### src/mm4x4_pkg.sv
// ----------------------------------------------------------------------------
// mm4x4_pkg
// Shared constants for the fixed-point square matrix multiplier and its checker.
// ----------------------------------------------------------------------------
`default_nettype none

package mm4x4_pkg;

    localparam int DEF_MATRIX_DIM = 4;
    localparam int DEF_FRAC_BITS  = 16;

    // Fixed field widths of the stream beats.
    localparam int ELEM_W  = 32;
    localparam int IDX_W   = 2;
    localparam int S_DATA_W = 32;
    localparam int M_DATA_W = 40;

    localparam logic [ELEM_W-1:0] ELEM_MAX = {1'b0, {(ELEM_W-1){1'b1}}};
    localparam logic [ELEM_W-1:0] ELEM_MIN = {1'b1, {(ELEM_W-1){1'b0}}};

endpackage

`default_nettype wire

### src/matrix4x4_multiply.sv
// ----------------------------------------------------------------------------
// matrix4x4_multiply
// Loads a right and then a left square matrix of signed fixed-point elements
// and streams out their product, row by row, with saturation to 32 bits.
// ----------------------------------------------------------------------------
//  Channel  Direction  Carries
//  s_*      in         one matrix element per beat, tuser restarts the load
//  m_*      out        one product element per beat, tlast on the final one
//
//  Loading accepts one beat per cycle while s_tready is high, 2*MATRIX_DIM^2 beats per pair.
//  The product uses a single shared multiply-accumulate fed by one read port
//  on each element memory; s_tready stays low until the last read is issued.
//  Each read passes the memory read, multiply and accumulate registers; each
//  finished sum then passes the scale and saturate output register.
//  Reset clears the control state only; the element memories are not cleared.
//  A stalled output freezes the multiply pipeline; loading carries on meanwhile once all reads are issued.
// ----------------------------------------------------------------------------
`default_nettype none

module matrix4x4_multiply #(
    parameter int MATRIX_DIM = mm4x4_pkg::DEF_MATRIX_DIM,
    parameter int FRAC_BITS  = mm4x4_pkg::DEF_FRAC_BITS
) (
    input  wire logic                          clk,
    input  wire logic                          rst_n,
    input  wire logic                          s_tvalid,
    output logic                               s_tready,
    input  wire logic [mm4x4_pkg::S_DATA_W-1:0] s_tdata,  // [31:0] elem_value
    input  wire logic                          s_tuser,  // [0] first_elem
    output logic                               m_tvalid,
    input  wire logic                          m_tready,
    // [31:0] prod_value, [33:32] row_index, [35:34] col_index, [39:36] zero
    output logic [mm4x4_pkg::M_DATA_W-1:0]     m_tdata,
    output logic                               m_tlast,  // is_last
    output logic                               m_tuser   // [0] saturated
);
    import mm4x4_pkg::*;

    localparam int ELEMS  = MATRIX_DIM * MATRIX_DIM;
    localparam int AW     = $clog2(ELEMS);
    localparam int CW     = $clog2(2 * ELEMS + 1);
    localparam int DW     = $clog2(MATRIX_DIM);
    localparam int PROD_W = 2 * ELEM_W;
    localparam int ACC_W  = PROD_W + $clog2(MATRIX_DIM);

    localparam logic ST_LOAD = 1'b0;
    localparam logic ST_COMP = 1'b1;

    logic state_reg;
    logic [CW-1:0] count_reg;

    logic [ELEM_W-1:0] right_mem [ELEMS];
    logic [ELEM_W-1:0] left_mem  [ELEMS];

    // ---------------- loading ----------------
    logic          s_beat;
    logic [CW-1:0] wr_idx;
    logic [CW-1:0] wr_idx_inc;
    logic          wr_right;

    assign s_tready   = (state_reg == ST_LOAD);
    assign s_beat     = s_tvalid && s_tready;
    assign wr_idx     = s_tuser ? '0 : count_reg;
    assign wr_idx_inc = wr_idx + CW'(1);
    assign wr_right   = (wr_idx < CW'(ELEMS));

    always_ff @(posedge clk)
    begin
        if (s_beat && wr_right)
        begin
            right_mem[wr_idx[AW-1:0]] <= s_tdata[ELEM_W-1:0];
        end
    end

    always_ff @(posedge clk)
    begin
        if (s_beat && !wr_right)
        begin
            left_mem[AW'(wr_idx - CW'(ELEMS))] <= s_tdata[ELEM_W-1:0];
        end
    end

    // ---------------- issue counters ----------------
    logic          pipe_en;
    logic          issue;
    logic [DW-1:0] i_reg, j_reg, k_reg;
    logic [AW-1:0] row_base_reg;
    logic [AW-1:0] raddr_reg;
    logic [AW-1:0] laddr;
    logic          k_end, j_end, i_end;

    assign pipe_en = !m_tvalid || m_tready;
    assign issue   = (state_reg == ST_COMP) && pipe_en;
    assign laddr   = row_base_reg + AW'(k_reg);
    assign k_end   = (k_reg == DW'(MATRIX_DIM - 1));
    assign j_end   = (j_reg == DW'(MATRIX_DIM - 1));
    assign i_end   = (i_reg == DW'(MATRIX_DIM - 1));

    always_ff @(posedge clk or negedge rst_n)
    begin
        if (!rst_n)
        begin
            state_reg    <= ST_LOAD;
            count_reg    <= '0;
            i_reg        <= '0;
            j_reg        <= '0;
            k_reg        <= '0;
            row_base_reg <= '0;
            raddr_reg    <= '0;
        end
        else if (state_reg == ST_LOAD)
        begin
            if (s_beat)
            begin
                if (wr_idx_inc == CW'(2 * ELEMS))
                begin
                    count_reg    <= '0;
                    state_reg    <= ST_COMP;
                    i_reg        <= '0;
                    j_reg        <= '0;
                    k_reg        <= '0;
                    row_base_reg <= '0;
                    raddr_reg    <= '0;
                end
                else
                begin
                    count_reg <= wr_idx_inc;
                end
            end
        end
        else if (issue)
        begin
            if (k_end)
            begin
                k_reg <= '0;
                if (j_end)
                begin
                    j_reg        <= '0;
                    i_reg        <= i_reg + DW'(1);
                    row_base_reg <= row_base_reg + AW'(MATRIX_DIM);
                    raddr_reg    <= '0;
                    if (i_end)
                    begin
                        // All reads are issued; the memories may be reloaded.
                        state_reg <= ST_LOAD;
                    end
                end
                else
                begin
                    j_reg     <= j_reg + DW'(1);
                    raddr_reg <= AW'(j_reg) + AW'(1);
                end
            end
            else
            begin
                k_reg     <= k_reg + DW'(1);
                raddr_reg <= raddr_reg + AW'(MATRIX_DIM);
            end
        end
    end

    // ---------------- memory read stage ----------------
    logic signed [ELEM_W-1:0] l_rd_reg, r_rd_reg;
    logic                     v1_reg;
    logic                     t1_first_reg, t1_last_reg, t1_end_reg;
    logic [DW-1:0]            t1_i_reg, t1_j_reg;

    always_ff @(posedge clk)
    begin
        if (pipe_en)
        begin
            l_rd_reg <= left_mem[laddr];
            r_rd_reg <= right_mem[raddr_reg];
        end
    end

    // ---------------- multiply and accumulate stages ----------------
    logic signed [PROD_W-1:0] prod_reg;
    logic                     v2_reg;
    logic                     t2_first_reg, t2_last_reg, t2_end_reg;
    logic [DW-1:0]            t2_i_reg, t2_j_reg;

    logic signed [ACC_W-1:0]  acc_reg;
    logic                     sum_valid_reg;
    logic                     t3_end_reg;
    logic [DW-1:0]            t3_i_reg, t3_j_reg;

    always_ff @(posedge clk or negedge rst_n)
    begin
        if (!rst_n)
        begin
            v1_reg        <= 1'b0;
            v2_reg        <= 1'b0;
            sum_valid_reg <= 1'b0;
        end
        else if (pipe_en)
        begin
            v1_reg        <= issue;
            v2_reg        <= v1_reg;
            sum_valid_reg <= v2_reg && t2_last_reg;
        end
    end

    always_ff @(posedge clk)
    begin
        if (pipe_en)
        begin
            t1_first_reg <= (k_reg == '0);
            t1_last_reg  <= k_end;
            t1_end_reg   <= i_end && j_end;
            t1_i_reg     <= i_reg;
            t1_j_reg     <= j_reg;

            prod_reg     <= PROD_W'(l_rd_reg) * PROD_W'(r_rd_reg);
            t2_first_reg <= t1_first_reg;
            t2_last_reg  <= t1_last_reg;
            t2_end_reg   <= t1_end_reg;
            t2_i_reg     <= t1_i_reg;
            t2_j_reg     <= t1_j_reg;

            if (v2_reg)
            begin
                acc_reg <= t2_first_reg ? ACC_W'(prod_reg) : acc_reg + ACC_W'(prod_reg);
            end
            t3_end_reg <= t2_end_reg;
            t3_i_reg   <= t2_i_reg;
            t3_j_reg   <= t2_j_reg;
        end
    end

    // ---------------- scale, saturate and output register ----------------
    logic signed [ACC_W-1:0]  shifted;
    logic [ACC_W-ELEM_W:0]    upper;
    logic                     sat;
    logic [ELEM_W-1:0]        clamped;

    assign shifted = acc_reg >>> FRAC_BITS;
    assign upper   = shifted[ACC_W-1:ELEM_W-1];
    // The value fits when every bit from the sign of the 32-bit result up agrees.
    assign sat     = !((&upper) || !(|upper));
    assign clamped = sat ? (acc_reg[ACC_W-1] ? ELEM_MIN : ELEM_MAX) : shifted[ELEM_W-1:0];

    logic                 m_tvalid_reg;
    logic [M_DATA_W-1:0]  m_tdata_reg;
    logic                 m_tlast_reg;
    logic                 m_tuser_reg;

    always_ff @(posedge clk or negedge rst_n)
    begin
        if (!rst_n)
        begin
            m_tvalid_reg <= 1'b0;
        end
        else if (pipe_en)
        begin
            m_tvalid_reg <= sum_valid_reg;
        end
    end

    always_ff @(posedge clk)
    begin
        if (pipe_en && sum_valid_reg)
        begin
            m_tdata_reg <= {(M_DATA_W - ELEM_W - 2 * IDX_W)'(0),
                            IDX_W'(t3_j_reg), IDX_W'(t3_i_reg), clamped};
            m_tlast_reg <= t3_end_reg;
            m_tuser_reg <= sat;
        end
    end

    assign m_tvalid = m_tvalid_reg;
    assign m_tdata  = m_tdata_reg;
    assign m_tlast  = m_tlast_reg;
    assign m_tuser  = m_tuser_reg;

endmodule

`default_nettype wire

### config.mk
export PLATFORM = sky130hd
export DESIGN_NAME = matrix4x4_multiply
export DESIGN_NICKNAME = d
export VERILOG_FILES = /design/src/mm4x4_pkg.sv /design/src/matrix4x4_multiply.sv
export SDC_FILE = /design/constraint.sdc
export NUM_CORES = 2
export LEC_CHECK = 0
export BUFFER_PORTS_ARGS = -buffer_cell sky130_fd_sc_hd__buf_4
export CORE_MARGIN = 4
export CORE_UTILIZATION = 40
export CTS_BUF_LIST = sky130_fd_sc_hd__clkbuf_4 sky130_fd_sc_hd__clkbuf_8
export DETAILED_ROUTE_END_ITERATION = 7
export HOLD_SLACK_MARGIN = 0.02
export SKIP_LAST_GASP = 1
export SLEW_MARGIN = 15
export SYNTH_ARGS = -nofsm -noshare
export SYNTH_HDL_FRONTEND = slang
export SYNTH_SLANG_ARGS = --single-unit
### constraint.sdc
create_clock -name clk -period 8.8 [get_ports clk]
set_clock_uncertainty 0.15 [all_clocks]
set_input_delay 0.88 -clock clk [delete_from_list [all_inputs] [get_ports clk]]
set_output_delay 0.88 -clock clk [all_outputs]
set_load 0.1 [all_outputs]
==> results.toml <==
[cells_and_area]
filler_cell_count = 19300
utilization_pct = 44.6
final_nets = 7924
area_growth_pct = 10.6
multiInputGateArea_um2 = 44300
drive_above_1_share_pct = 15.2
regArea_um2 = 38900

[die]
die_height_um = 476
rows = 171
start_util_pct = 40.3
pin_count = 81
die_area_um2 = 227000
die_x_um = 476
coreArea_um2 = 218000

[critical_path]
cp.arrival_ps = 9020
slowest_delay_ps = 620
critPathLaunchType = "register"
worst-path-max-fanout = 12
reg2reg_depth = 25
crit_path_end_kind = "register"
crit_path_frequent_cell = "fa_1"
crit_type = "register to register"
cp.required_ps = 9310
slowest_stage = "edfxtp_1"

[sta]
slew_headroom_pct = 23.8
min_period_ps = 8510
setup_viol = 0
finalHoldViolations = 0
worst_pin_slew_ps = 1140
fmax_mhz = 117
rsz0062_at_grt = "true"
slew_violations = 0
period_share_pct = 96.7

[outcome]
status = "finished clean"

[clock_network]
cts_root_buf = "clkbuf_8"
cts.clk_slew.worst_paths_ps = 70
cts_sinks = 1298
cts_buffers = 214
cts_tree = "built"
cts_max_level = 4
worstSkewPairLatency_ps = 970
clock_path_buffers = 3

[global_routing]
grt_pass1_wl_mm = 330
grt_overflow = 0
antenna_found_initial = 12
track_usage_pct = 18.8
grt_max_degree = 99
grt_pass1_vias = 54200

[place]
routabilityCongestion = 0.871
hpwl_mm = 147
port_buffers = 76

[detailed_routing]
drtIter0Drc = 3667
vias = 49900
drtPass1Iterations = 5
drt-wirelength-per-cell_um = 22.0
routed_wl_mm = 211
route.detailed.drc = 0
ant_nets = 0
vias_per_cell = 5.21

[yosys]
synth.largest_area_cell = "edfxtp_1"
synthCells = 6392
yosys_warnings = 0
yosys-top-cells-area = "edfxtp_1 (44%), fa_1 (25%), mux4_2 (8.2%), inv_1 (4.1%), and2_1 (3.8%)"
synth_area_um2 = 87700
avgSynthCellArea_um2 = 13.7
synth_top_cell_area_share_pct = 43.6
synthFlopType = "edfxtp_1"
ys_ff_latch = 1298
ys_types = 79
synth-async-reset-ratio_pct = 1.77
synth_edf_count = 1275
yosysSeqAreaShare_pct = 44.3

[flow_run]
drv_cap = 0

[min_path]
min_path_cells = 1
min_path_type = "primary input to register"
-- synthesized netlist by cell type (all sizes together) (4+ instances only) --
| cell type | n |
|---|---|
| o21a | 13 |
| nand3 | 32 |
| buf | 47 |
| inv | 969 |
| edfxtp | 1275 |
| o211ai | 7 |
| nor3b | 4 |
| and3 | 11 |
| ha | 257 |
| nor4 | 6 |
| and2 | 527 |
| o31a | 4 |
| a211oi | 12 |
| o21bai | 16 |
| a21o | 130 |
| nand2 | 640 |
| a211o | 5 |
| clkbuf | 290 |
| dfrtp | 23 |
| fa | 1083 |
| a21boi | 6 |
| nor3 | 20 |
| nand4 | 40 |
| xnor2 | 82 |
| a21oi | 134 |
| mux4 | 320 |
| nand2b | 19 |
| mux2 | 9 |
| xor2 | 48 |
| a31oi | 15 |
| o31ai | 9 |
| nor2b | 19 |
| nor2 | 133 |
| o21ai | 138 |
| a41oi | 4 |
-- cell families after synthesis --
family                     Yosys count  synth area share [%]
AOI/OAI and AO/OA                  518                  3.84
DFF                               1298                  44.3
xor gates and xnor gates           130                  1.30
other                                1               0.00427
adders and majority gates         1340                  28.4
buffers and inverters             1306                  5.62
muxes                              332                  8.36
and+or+nand+nor                   1467                  8.21
-- layer usage --
layer	share of wire [%]	track usage, %
met4	1.6	4.00
met1	44	26.8
met3	6.7	3.57
met2	47	30.1
met5	0.0057	0
-- area by class of cell --
type / count / share of cell area, %
multi-input combinational: 3791 / 45.6
inverter: 969 / 3.75
clock buffer: 294 / 3.68
antenna: 5 / 0.0129
timing repair buffer: 273 / 2.40
sequential: 1298 / 40.1
clock inverter: 94 / 0.843
tap: 2854 / 3.68
-- through the flow --
stage / hold slack (ps) / instance area [um^2] / setup WS, ps / TNS [ps] / cells
6_report: 172 / 97100 / 289 / 0 / 9578
5_1_grt: 94.4 / 97100 / -6.00 / -6.00 / 9576
3_3_place_gp: 251 / 92400 / 219 / 0 / 9169
4_1_cts: 42.9 / 96800 / 76.9 / 0 / 9559
2_1_floorplan: 250 / 87800 / 807 / 0 / 6395
3_5_place_dp: 255 / 92400 / 111 / 0 / 9169
-- what timing repair did --
| action | 4_1_cts | 5_1_grt |
|---|---|---|
| setup endpoints to repair | 0 | 16 |
| gates resized for setup | 0 | 6 |
| hold buffers | 2 | 0 |
| setup buffers | 0 | 12 |
| endpoints found under the hold margin | 25 | 0 |
-- final timing paths --
path | from | end | slack (ps)
worst min register to register | t2_j_reg[0] | t3_j_reg[0] | 270
worst max-delay path | l_rd_reg[10] | prod_reg[56] | 290
min in group asynchronous | rst_n | count_reg[1] | 350
worst max register to register | l_rd_reg[10] | prod_reg[56] | 290
max in group asynchronous | rst_n | k_reg[0] | 7830
worst min-delay path | s_tdata[10] | right_mem[12][10] | 170
-- critical path: cells and delay by family, from the launching register on --
family / cells / cell delay, ps
adder cells (fa/ha/maj): 9 / 4420
AO/OA/AOI/OAI: 9 / 1830
AND/OR/NAND/NOR: 3 / 690
flip-flops: 1 / 620
buffers and inverters: 3 / 410
XOR/XNOR: 1 / 100
-- cells in the final DEF (no fill, tap or decap), drive strengths merged, types with 40 or more instances in the layout --
| master | n |
|---|---|
| a21o | 130 |
| clkinv | 77 |
| nand2 | 640 |
| and2 | 527 |
| nand4 | 40 |
| a21oi | 134 |
| ha | 257 |
| o21ai | 138 |
| clkbuf | 295 |
| mux4 | 320 |
| fa | 1083 |
| inv | 977 |
| xor2 | 48 |
| edfxtp | 1275 |
| xnor2 | 82 |
| nor2 | 133 |
| buf | 270 |
Power is left out: the tool's default activity adds up to more than one toggle a clock period on the data nets, which glitch-free logic cannot reach.
